[config.mk]
export PLATFORM = sky130hd
export DESIGN_NAME = utf8_identifier_validator
export DESIGN_NICKNAME = d
export VERILOG_FILES = /design/src/sv/utf8v_pkg.sv /design/src/sv/utf8v_step.sv /design/src/sv/utf8v_out_reg.sv /design/src/sv/utf8_identifier_validator.sv
export VERILOG_INCLUDE_DIRS = /design/src /design/src/sv
export SDC_FILE = /design/constraint.sdc
export NUM_CORES = 1
export LEC_CHECK = 0
export ABC_AREA = 0
export BUFFER_PORTS_ARGS = -buffer_cell sky130_fd_sc_hd__buf_2
export CAP_MARGIN = 20
export CORE_ASPECT_RATIO = 0.6
export CORE_MARGIN = 4
export CORE_UTILIZATION = 35
export CTS_CLUSTER_SIZE = 12
export DETAILED_ROUTE_END_ITERATION = 16
export HOLD_SLACK_MARGIN = 0.12
export PLACE_DENSITY = 0.53
export RECOVER_POWER = 100
export SLEW_MARGIN = 20
export SYNTH_ARGS = -nofsm -noshare
export SYNTH_HDL_FRONTEND = slang
export SYNTH_HIERARCHICAL = 1
export SYNTH_SLANG_ARGS = --single-unit
[constraint.sdc]
create_clock -name clk_i -period 3.32 [get_ports clk_i]
set_input_delay 0.83 -clock clk_i [delete_from_list [all_inputs] [get_ports clk_i]]
set_output_delay 0.83 -clock clk_i [all_outputs]
set_load 0.01 [all_outputs]
[src/sv/utf8_identifier_validator_macros.svh]
// Assertion helpers for the identifier validator. All assertions are
// clocked on clk_i and are quiet while rst_ni is low.
`ifndef UTF8_IDENTIFIER_VALIDATOR_MACROS_SVH
`define UTF8_IDENTIFIER_VALIDATOR_MACROS_SVH

`ifndef ASSERT_OFF

`define UIV_ASSERT(label, prop) \
  label: assert property (@(posedge clk_i) disable iff (!rst_ni) (prop)) \
    else $error("%m: check failed");

`define UIV_ASSERT_NEXT(label, pre, post) \
  label: assert property (@(posedge clk_i) disable iff (!rst_ni) (pre) |=> (post)) \
    else $error("%m: check failed");

`else

`define UIV_ASSERT(label, prop)

`define UIV_ASSERT_NEXT(label, pre, post)

`endif

`endif

[src/sv/utf8v_pkg.sv]
`default_nettype none

package utf8v_pkg;

  localparam int unsigned LENGTH_WIDTH_DEFAULT = 16;
  localparam int unsigned CFG_DATA_W = 16;
  localparam int unsigned CFG_INDEX_W = 2;

  // Register indexes of the configuration port.
  localparam logic [CFG_INDEX_W-1:0] CFG_IDENT_MODE  = 2'd0;
  localparam logic [CFG_INDEX_W-1:0] CFG_ALLOW_EMPTY = 2'd1;
  localparam logic [CFG_INDEX_W-1:0] CFG_MAX_BYTES   = 2'd2;

  localparam logic [31:0] MAX_BYTES_RESET = 32'd256;

  localparam int unsigned CP_W = 21;
  localparam logic [CP_W-1:0] CP_MAX  = 21'h10FFFF;
  localparam logic [CP_W-1:0] SURR_LO = 21'h00D800;
  localparam logic [CP_W-1:0] SURR_HI = 21'h00DFFF;
  localparam logic [CP_W-1:0] MIN_2B  = 21'h000080;
  localparam logic [CP_W-1:0] MIN_3B  = 21'h000800;
  localparam logic [CP_W-1:0] MIN_4B  = 21'h010000;

  localparam logic [7:0] ASCII_SPACE = 8'h20;
  localparam logic [7:0] ASCII_DEL   = 8'h7F;

  // Per-string decoder state, apart from the length counter.
  typedef struct packed {
    logic            error_seen;
    logic [1:0]      tails_left;
    logic [1:0]      tails_total;
    logic [CP_W-1:0] code_point;
  } utf8v_state_t;

  typedef struct packed {
    logic has_result;
    logic verdict;
  } utf8v_result_t;

endpackage

`default_nettype wire

[src/sv/utf8v_step.sv]
`default_nettype none

module utf8v_step #(
  parameter int unsigned LENGTH_WIDTH = utf8v_pkg::LENGTH_WIDTH_DEFAULT
) (
  input  utf8v_pkg::utf8v_state_t  state_i,
  input  logic [LENGTH_WIDTH:0]    count_i,
  input  logic [7:0]               in_byte_i,
  input  logic                     is_last_i,
  input  logic                     is_empty_i,
  input  logic                     ident_mode_i,
  input  logic                     allow_empty_i,
  input  logic [LENGTH_WIDTH-1:0]  max_bytes_i,
  output utf8v_pkg::utf8v_state_t  state_o,
  output logic [LENGTH_WIDTH:0]    count_o,
  output utf8v_pkg::utf8v_result_t result_o
);
  import utf8v_pkg::*;

  localparam int unsigned CNT_W = LENGTH_WIDTH + 1;

  utf8v_state_t     after_byte;
  logic [CNT_W-1:0] count_inc;
  logic [CP_W-1:0]  cp_next;
  logic [CP_W-1:0]  lowest;
  logic             seq_bad;
  logic             too_long;

  assign count_inc = (&count_i) ? count_i : count_i + CNT_W'(1);
  assign cp_next   = {state_i.code_point[CP_W-7:0], in_byte_i[5:0]};
  assign too_long  = ident_mode_i && (count_inc > {1'b0, max_bytes_i});

  always_comb begin
    case (state_i.tails_total)
      2'd1:    lowest = MIN_2B;
      2'd2:    lowest = MIN_3B;
      default: lowest = MIN_4B;
    endcase
  end

  // A finished sequence must be the shortest form and a scalar value.
  assign seq_bad = (cp_next < lowest) || (cp_next > CP_MAX) ||
                   ((cp_next >= SURR_LO) && (cp_next <= SURR_HI));

  always_comb begin
    after_byte = state_i;
    if (state_i.tails_left == 2'd0) begin
      if (!in_byte_i[7]) begin
        if (ident_mode_i && ((in_byte_i < ASCII_SPACE) || (in_byte_i == ASCII_DEL))) begin
          after_byte.error_seen = 1'b1;
        end
      end else if (in_byte_i[7:5] == 3'b110) begin
        after_byte.tails_total = 2'd1;
        after_byte.tails_left  = 2'd1;
        after_byte.code_point  = CP_W'(in_byte_i[4:0]);
      end else if (in_byte_i[7:4] == 4'b1110) begin
        after_byte.tails_total = 2'd2;
        after_byte.tails_left  = 2'd2;
        after_byte.code_point  = CP_W'(in_byte_i[3:0]);
      end else if (in_byte_i[7:3] == 5'b11110) begin
        after_byte.tails_total = 2'd3;
        after_byte.tails_left  = 2'd3;
        after_byte.code_point  = CP_W'(in_byte_i[2:0]);
      end else begin
        after_byte.error_seen = 1'b1;
      end
    end else if (in_byte_i[7:6] != 2'b10) begin
      // The open sequence is dropped and the string stays failed.
      after_byte.error_seen = 1'b1;
      after_byte.tails_left = 2'd0;
    end else begin
      after_byte.code_point = cp_next;
      after_byte.tails_left = state_i.tails_left - 2'd1;
      if ((state_i.tails_left == 2'd1) && seq_bad) begin
        after_byte.error_seen = 1'b1;
      end
    end
  end

  always_comb begin
    state_o             = '0;
    count_o             = '0;
    result_o.has_result = 1'b1;
    if (is_empty_i) begin
      result_o.verdict = ident_mode_i ? 1'b0 : allow_empty_i;
    end else if (is_last_i) begin
      result_o.verdict = !after_byte.error_seen && (after_byte.tails_left == 2'd0) &&
                         !too_long;
    end else begin
      state_o             = after_byte;
      count_o             = count_inc;
      result_o.has_result = 1'b0;
      result_o.verdict    = 1'b0;
    end
  end

endmodule

`default_nettype wire

[src/sv/utf8v_out_reg.sv]
`default_nettype none

module utf8v_out_reg (
  input  logic clk_i,
  input  logic rst_ni,
  input  logic push_i,
  input  logic verdict_i,
  output logic free_o,
  output logic out_valid_o,
  input  logic out_ready_i,
  output logic string_valid_o
);

  logic valid_q;
  logic valid_d;
  logic verdict_q;

  // The slot can be refilled in the same cycle its word is taken.
  assign free_o  = !valid_q || out_ready_i;
  assign valid_d = push_i || (valid_q && !out_ready_i);

  always_ff @(posedge clk_i or negedge rst_ni) begin
    if (!rst_ni) begin
      valid_q <= 1'b0;
    end else begin
      valid_q <= valid_d;
    end
  end

  always_ff @(posedge clk_i) begin
    if (push_i) begin
      verdict_q <= verdict_i;
    end
  end

  assign out_valid_o    = valid_q;
  assign string_valid_o = verdict_q;

endmodule

`default_nettype wire

[src/sv/utf8_identifier_validator.sv]
// Channel   Direction  Handshake                  Payload
// in        input      in_valid_i / in_ready_o    in_byte_i, is_last_i, is_empty_i
// out       output     out_valid_o / out_ready_i  string_valid_o
// cfg       input      cfg_we_i (no wait)         cfg_index_i, cfg_wdata_i
//
// One word is taken every cycle while no verdict word waits in the input register;
// a verdict reaches out_valid_o from the input register via the output register.
// Throughput is set by the single input register feeding one decode step.
// Reset clears the string state and loads identifier_mode 0, allow_empty 1,
// max_bytes 256.
// A verdict word stays in the input register, with in_ready_o low, while the
// output register holds a verdict that is not being taken; other words never wait.
`default_nettype none
`include "utf8_identifier_validator_macros.svh"

module utf8_identifier_validator #(
  parameter int unsigned LENGTH_WIDTH = utf8v_pkg::LENGTH_WIDTH_DEFAULT
) (
  input  logic                               clk_i,
  input  logic                               rst_ni,
  input  logic                               in_valid_i,
  output logic                               in_ready_o,
  input  logic [7:0]                         in_byte_i,
  input  logic                               is_last_i,
  input  logic                               is_empty_i,
  output logic                               out_valid_o,
  input  logic                               out_ready_i,
  output logic                               string_valid_o,
  input  logic                               cfg_we_i,
  input  logic [utf8v_pkg::CFG_INDEX_W-1:0]  cfg_index_i,
  input  logic [utf8v_pkg::CFG_DATA_W-1:0]   cfg_wdata_i
);
  import utf8v_pkg::*;

  localparam int unsigned CNT_W = LENGTH_WIDTH + 1;

  logic                    ident_mode_q;
  logic                    allow_empty_q;
  logic [LENGTH_WIDTH-1:0] max_bytes_q;
  logic [31:0]             cfg_wide;

  logic       s1_valid_q;
  logic       s1_valid_d;
  logic [7:0] s1_byte_q;
  logic       s1_last_q;
  logic       s1_empty_q;

  utf8v_state_t     state_q;
  utf8v_state_t     state_d;
  logic [CNT_W-1:0] count_q;
  logic [CNT_W-1:0] count_d;
  utf8v_result_t    result;

  logic in_fire;
  logic s1_fire;
  logic out_free;

  assign cfg_wide = {{(32 - CFG_DATA_W){1'b0}}, cfg_wdata_i};

  always_ff @(posedge clk_i or negedge rst_ni) begin
    if (!rst_ni) begin
      ident_mode_q  <= 1'b0;
      allow_empty_q <= 1'b1;
      max_bytes_q   <= MAX_BYTES_RESET[LENGTH_WIDTH-1:0];
    end else if (cfg_we_i) begin
      case (cfg_index_i)
        CFG_IDENT_MODE:  ident_mode_q  <= cfg_wdata_i[0];
        CFG_ALLOW_EMPTY: allow_empty_q <= cfg_wdata_i[0];
        CFG_MAX_BYTES:   max_bytes_q   <= cfg_wide[LENGTH_WIDTH-1:0];
        default:         ;
      endcase
    end
  end

  // The decode step retires a word unless it carries a verdict that cannot
  // be parked in the output register yet.
  assign s1_fire    = s1_valid_q && (!result.has_result || out_free);
  assign in_ready_o = !s1_valid_q || s1_fire;
  assign in_fire    = in_valid_i && in_ready_o;
  assign s1_valid_d = in_fire || (s1_valid_q && !s1_fire);

  always_ff @(posedge clk_i or negedge rst_ni) begin
    if (!rst_ni) begin
      s1_valid_q <= 1'b0;
      state_q    <= '0;
      count_q    <= '0;
    end else begin
      s1_valid_q <= s1_valid_d;
      if (s1_fire) begin
        state_q <= state_d;
        count_q <= count_d;
      end
    end
  end

  always_ff @(posedge clk_i) begin
    if (in_fire) begin
      s1_byte_q  <= in_byte_i;
      s1_last_q  <= is_last_i;
      s1_empty_q <= is_empty_i;
    end
  end

  utf8v_step #(
    .LENGTH_WIDTH (LENGTH_WIDTH)
  ) u_step (
    .state_i       (state_q),
    .count_i       (count_q),
    .in_byte_i     (s1_byte_q),
    .is_last_i     (s1_last_q),
    .is_empty_i    (s1_empty_q),
    .ident_mode_i  (ident_mode_q),
    .allow_empty_i (allow_empty_q),
    .max_bytes_i   (max_bytes_q),
    .state_o       (state_d),
    .count_o       (count_d),
    .result_o      (result)
  );

  utf8v_out_reg u_out_reg (
    .clk_i          (clk_i),
    .rst_ni         (rst_ni),
    .push_i         (s1_fire && result.has_result),
    .verdict_i      (result.verdict),
    .free_o         (out_free),
    .out_valid_o    (out_valid_o),
    .out_ready_i    (out_ready_i),
    .string_valid_o (string_valid_o)
  );

  `UIV_ASSERT(a_tails_in_class, state_q.tails_left <= state_q.tails_total)
  `UIV_ASSERT_NEXT(a_clear_on_verdict, s1_fire && result.has_result, count_q == '0 && state_q == '0)
  `UIV_ASSERT_NEXT(a_count_grows, s1_fire && !result.has_result, count_q >= $past(count_q))

endmodule

`default_nettype wire
======== Word-level counts from Yosys, hierarchy flattened ========
Cells that the tools add are included.
word-level totals
  register bits after elaboration ......... 68
  bits of input ports ..................... 33
  word-level logic and storage cells ...... 99
cells by class
  $add $sub $neg .......................... 2
  magnitude comparators ................... 6
  equal/unequal tests ..................... 13
  multiplexer cells ....................... 26
  reduce and logical (&&, ||, !) cells .... 38
operators with widths
  kind                                                                                    number
  25-bit 2-to-1 mux                                                                       4
  26-bit 2-to-1 mux                                                                       2
  17-bit 2-to-1 mux                                                                       3
  21-bit 2-to-1 mux                                                                       2
  17-bit one-hot mux with 2 select lines                                                  1
  21-bit by 16-bit greater-or-equal comparator with 1-bit output (second input constant)  1
  21-bit greater-than comparator (second input constant)                                  1
  21-bit by 16-bit less-or-equal comparator with 1-bit output (second input constant)     1
  21-bit by 17-bit < comparator with 1-bit output                                         1
  17-bit by 1-bit adder with 17-bit output (second input constant)                        1
  17-bit by 16-bit greater-than comparator with 1-bit output                              1
  17-bit AND reduction                                                                    1
  1-bit logical AND                                                                       11
  1-bit 2-to-1 mux                                                                        11
  8-bit by 7-bit == test with 1-bit output (second input constant)                        1
  1-bit logical OR                                                                        8
  8-bit by 6-bit < comparator with 1-bit output (second input constant)                   1
  4-bit AND reduction                                                                     2
  1-bit zero test                                                                         7
  2-bit by 1-bit == test with 1-bit output (second input constant)                        3
  2-bit zero test                                                                         3
  3-bit 2-to-1 mux                                                                        2
  6-bit != test (second input constant)                                                   1
  2-bit AND reduction                                                                     3
  other kinds (11)                                                                        13

======== Depth between registers and ports, before layout ========
  depth after elaboration ................. 14
  mapped depth ............................ 11

======== By module ========
The synthesis kept the hierarchy.
modules (own cells, without submodules)
  module                     instances  cells an instance  area each (um^2)  seq. area each (um^2)
  utf8_identifier_validator  1          148                2665.1            1854.3
  utf8v_step                 1          310                1893.1            0.0
  utf8v_out_reg              1          4                  77.6              55.1

======== Worst setup path after synthesis ========
Ideal clock, no wire load.
  path type ............................... register to register
  start point ............................. register count_q[10]
  end point ............................... register u_out_reg.verdict_q, in the netlist u_out_reg/string_valid_o (data pin)
  library setup time ...................... 167 ps
  arrival ................................. 2454 ps
  setup slack ............................. 699 ps
  cell stages (with the launch flop) ...... 11
  clock period less this slack ............ 2621 ps
  path through ............................ dfrtp_1 -> nand4_4 -> nor4_4 -> nand2_4 -> mux2_4 -> ha_1 -> and4_1 -> nor3b_1 -> o31ai_1 -> a31oi_1 -> a211oi_1
RTL lines
  item                    line                             source
  start, declared         utf8_identifier_validator.sv:50  logic [CNT_W-1:0] count_q;
  start signal, assigned  utf8_identifier_validator.sv:91  count_q <= count_d;
  end signal, assigned    utf8v_out_reg.sv:32              verdict_q <= verdict_i;
  end, declared           utf8v_out_reg.sv:16              logic verdict_q;

==> qor.yml <==
cts-htree-levels: 3
cts_resized: 0
dp_hpwl_um: 7420
cts-root-buf: "clkbuf_16"
io-pin-count: 36
fp.coreArea_um2: 12000
power.internal_mw: 1.74
instances_no_fill: 621
ys_warn_count: 6
first_pass_iters: 5
postCtsSetupBuffers: 0
power.share.clock_pct: 44.2
p_seq_share_pct: 40.9
antenna_found_initial: 0
fillers: 1204
clock_path_buffers: 2
switching_power_mw: 0.648
drive_gt1_share_pct: 26.3
grt_pass1_wl_um: 16800
route.vias.total: 3216
setup_viol: 0
setup_tns_ps: 0
die_h_um: 93.8
cellPowerDensity_nw_per_um2: 488
hold_buffers: 0
grt_remaining_overflow: 0
outcome: "complete, no violations"
peakVddDrop_mv: 0.253
cts.clk_slew.worst_paths_ps: 60
drv_slew: 0
die_w_um: 151
numPortBuffers: 35
max_freq_ghz: 0.329
syn_inst: 420
finalCritPeriodShare_pct: 91.6
cp-start-kind: "flop"
drc: 0
postSynthAreaPerCell_um2: 10.2
postPlaceCellArea_um2: 4620
fin_area_um2: 4900
groute.layer.met3.usage_pct: 3.95
maxSlewHeadroom_pct: 19.7
clk-insertion-delay-late_ps: 340
n_antenna_cell: 0
vias_per_cell: 5.18
cap_violations: 0
rows: 31
hold_violations: 0
critPathMaxFanout: 8
grt_util_met2_pct: 19.1
rsz0062_at_grt: "no"
dieArea_um2: 14200
ant_nets: 0
drt-total-wl_um: 10300
avgRoutedWirePerCell_um: 16.6
worst_slew_pin_slew_ps: 1200
start_util_pct: 35.7
dr.first_iter.drc_count: 250
dp.cells: 605
finalWeightedCongestion: 0.831
grt.busiest_layer: "met1"
cts_buffers: 9
met1_usage_pct: 24.8
clock_skew_ps: 9.20
first_global_vias: 3143
fin_nets: 507
clock_sinks: 68
end_kind: "flop"
p_total_mw: 2.39
grt_max_degree: 38
hp-class: "reg2reg"
cts_tree: "built"
leakagePower_nw: 2.20
critPathKind: "reg2reg"
syn-cell-area_um2: 4290
worstPathRequired_ps: 3480
synth_nets: 476
min_period_ps: 3040
cp.arrival_ps: 3210
grt_usage_pct: 15.4
p_sw_share_pct: 27.1
syn_to_final_growth_pct: 14.2
combPwrFrac_pct: 14.9
==> placed cells by master, fill, tap and decap left out, types with 2 or more instances in the layout <==
cell type,count
bufinv_16,2
ha_1,23
clkbuf_16,9
and4_1,3
xor2_1,9
xnor2_1,5
nand2b_1,3
nor2_1,28
nor3b_1,3
mux2_1,3
o211ai_1,3
clkbuf_1,6
nand4_1,5
edfxtp_1,11
and3_1,3
mux2_2,52
nand3_1,7
nand2_1,40
nor3_1,7
dfrtp_1,55
nor2b_1,18
nor4b_1,2
nand3b_1,4
inv_1,27
a31oi_1,3
and2_1,2
a21oi_1,31
a311oi_1,2
o21ai_0,6
buf_2,29
clkinv_4,2
nor4_1,4
mux2i_1,3
buf_4,3
dfstp_2,2
a211oi_1,7
o2bb2ai_1,2
==> flip-flops by register name (all words and copies together) (netlist names) <==
register                  count
allow_empty_q                 1
s1_last_q                     1
s1_valid_q                    1
s1_empty_q                    1
s1_byte_q                     8
max_bytes_q                  16
state_q                      20
u_out_reg/string_valid_o      1
count_q                      17
ident_mode_q                  1
u_out_reg/out_valid_o         1
==> final timing paths <==
kind                                      start                  endpoint  slack, ps  depth (start not counted)
worst max register to register      count_q[10]  u_out_reg/string_valid_o        280                         10
worst min register to register  max_bytes_q[14]           max_bytes_q[14]        500                          1
min in group asynchronous                rst_ni     u_out_reg/out_valid_o        700                          1
max in group asynchronous                rst_ni                state_q[7]       1060                          2
worst min-delay path            max_bytes_q[14]           max_bytes_q[14]        500                          1
worst max-delay path                count_q[10]  u_out_reg/string_valid_o        280                         10
==> metrics by stage <==
step / worst slack (ps) / util [%] / hold slack [ps]
after CTS: 291 / 41.1 / 453
final: 278 / 40.7 / 503
after global routing: 40.9 / 40.7 / 520
after global placement: 405 / 38.4 / 491
after detailed placement: 314 / 38.4 / 493
after floorplan: 699 / - / 479
==> critical path, stage by stage, from the launching register on <==
cell      delay (ps)
dfrtp_1          490
nand4_4          190
nor4_4           630
nand2_4          130
mux2_4           340
ha_1             260
and4_1           170
nor3b_1          140
o31ai_1          210
a31oi_1          120
a211oi_1         190
==> power groups by stage <==
stage	registers [mW]	logic [mW]	clock network (mW)
after global placement	0.991	0.359	0
after floorplan	0.970	0.264	0
after CTS	0.978	0.368	1.08
final	0.978	0.357	1.06
after global routing	0.988	0.400	1.12
after detailed placement	0.994	0.365	0
==> cell type report <==
type / count / area [µm²] / area share (%)
multi-input combinational: 305 / 2310 / 47.1
clock buffer: 9 / 225 / 4.60
timing repair buffer: 40 / 203 / 4.14
tap: 165 / 206 / 4.21
clock inverter: 7 / 98.8 / 2.02
sequential: 68 / 1760 / 35.9
inverter: 27 / 101 / 2.07
==> layer usage <==
metal  routed length, µm  part of all wire (%)  vias to the layer above
met2                3730                    36                       95
met5                   0                     0                        -
met1                5830                    57                     1558
met4                 155                   1.5                        0
met3                 576                   5.6                       12
li1                    -                     -                     1551
Note: power is estimated with default switching activity, not from simulation.
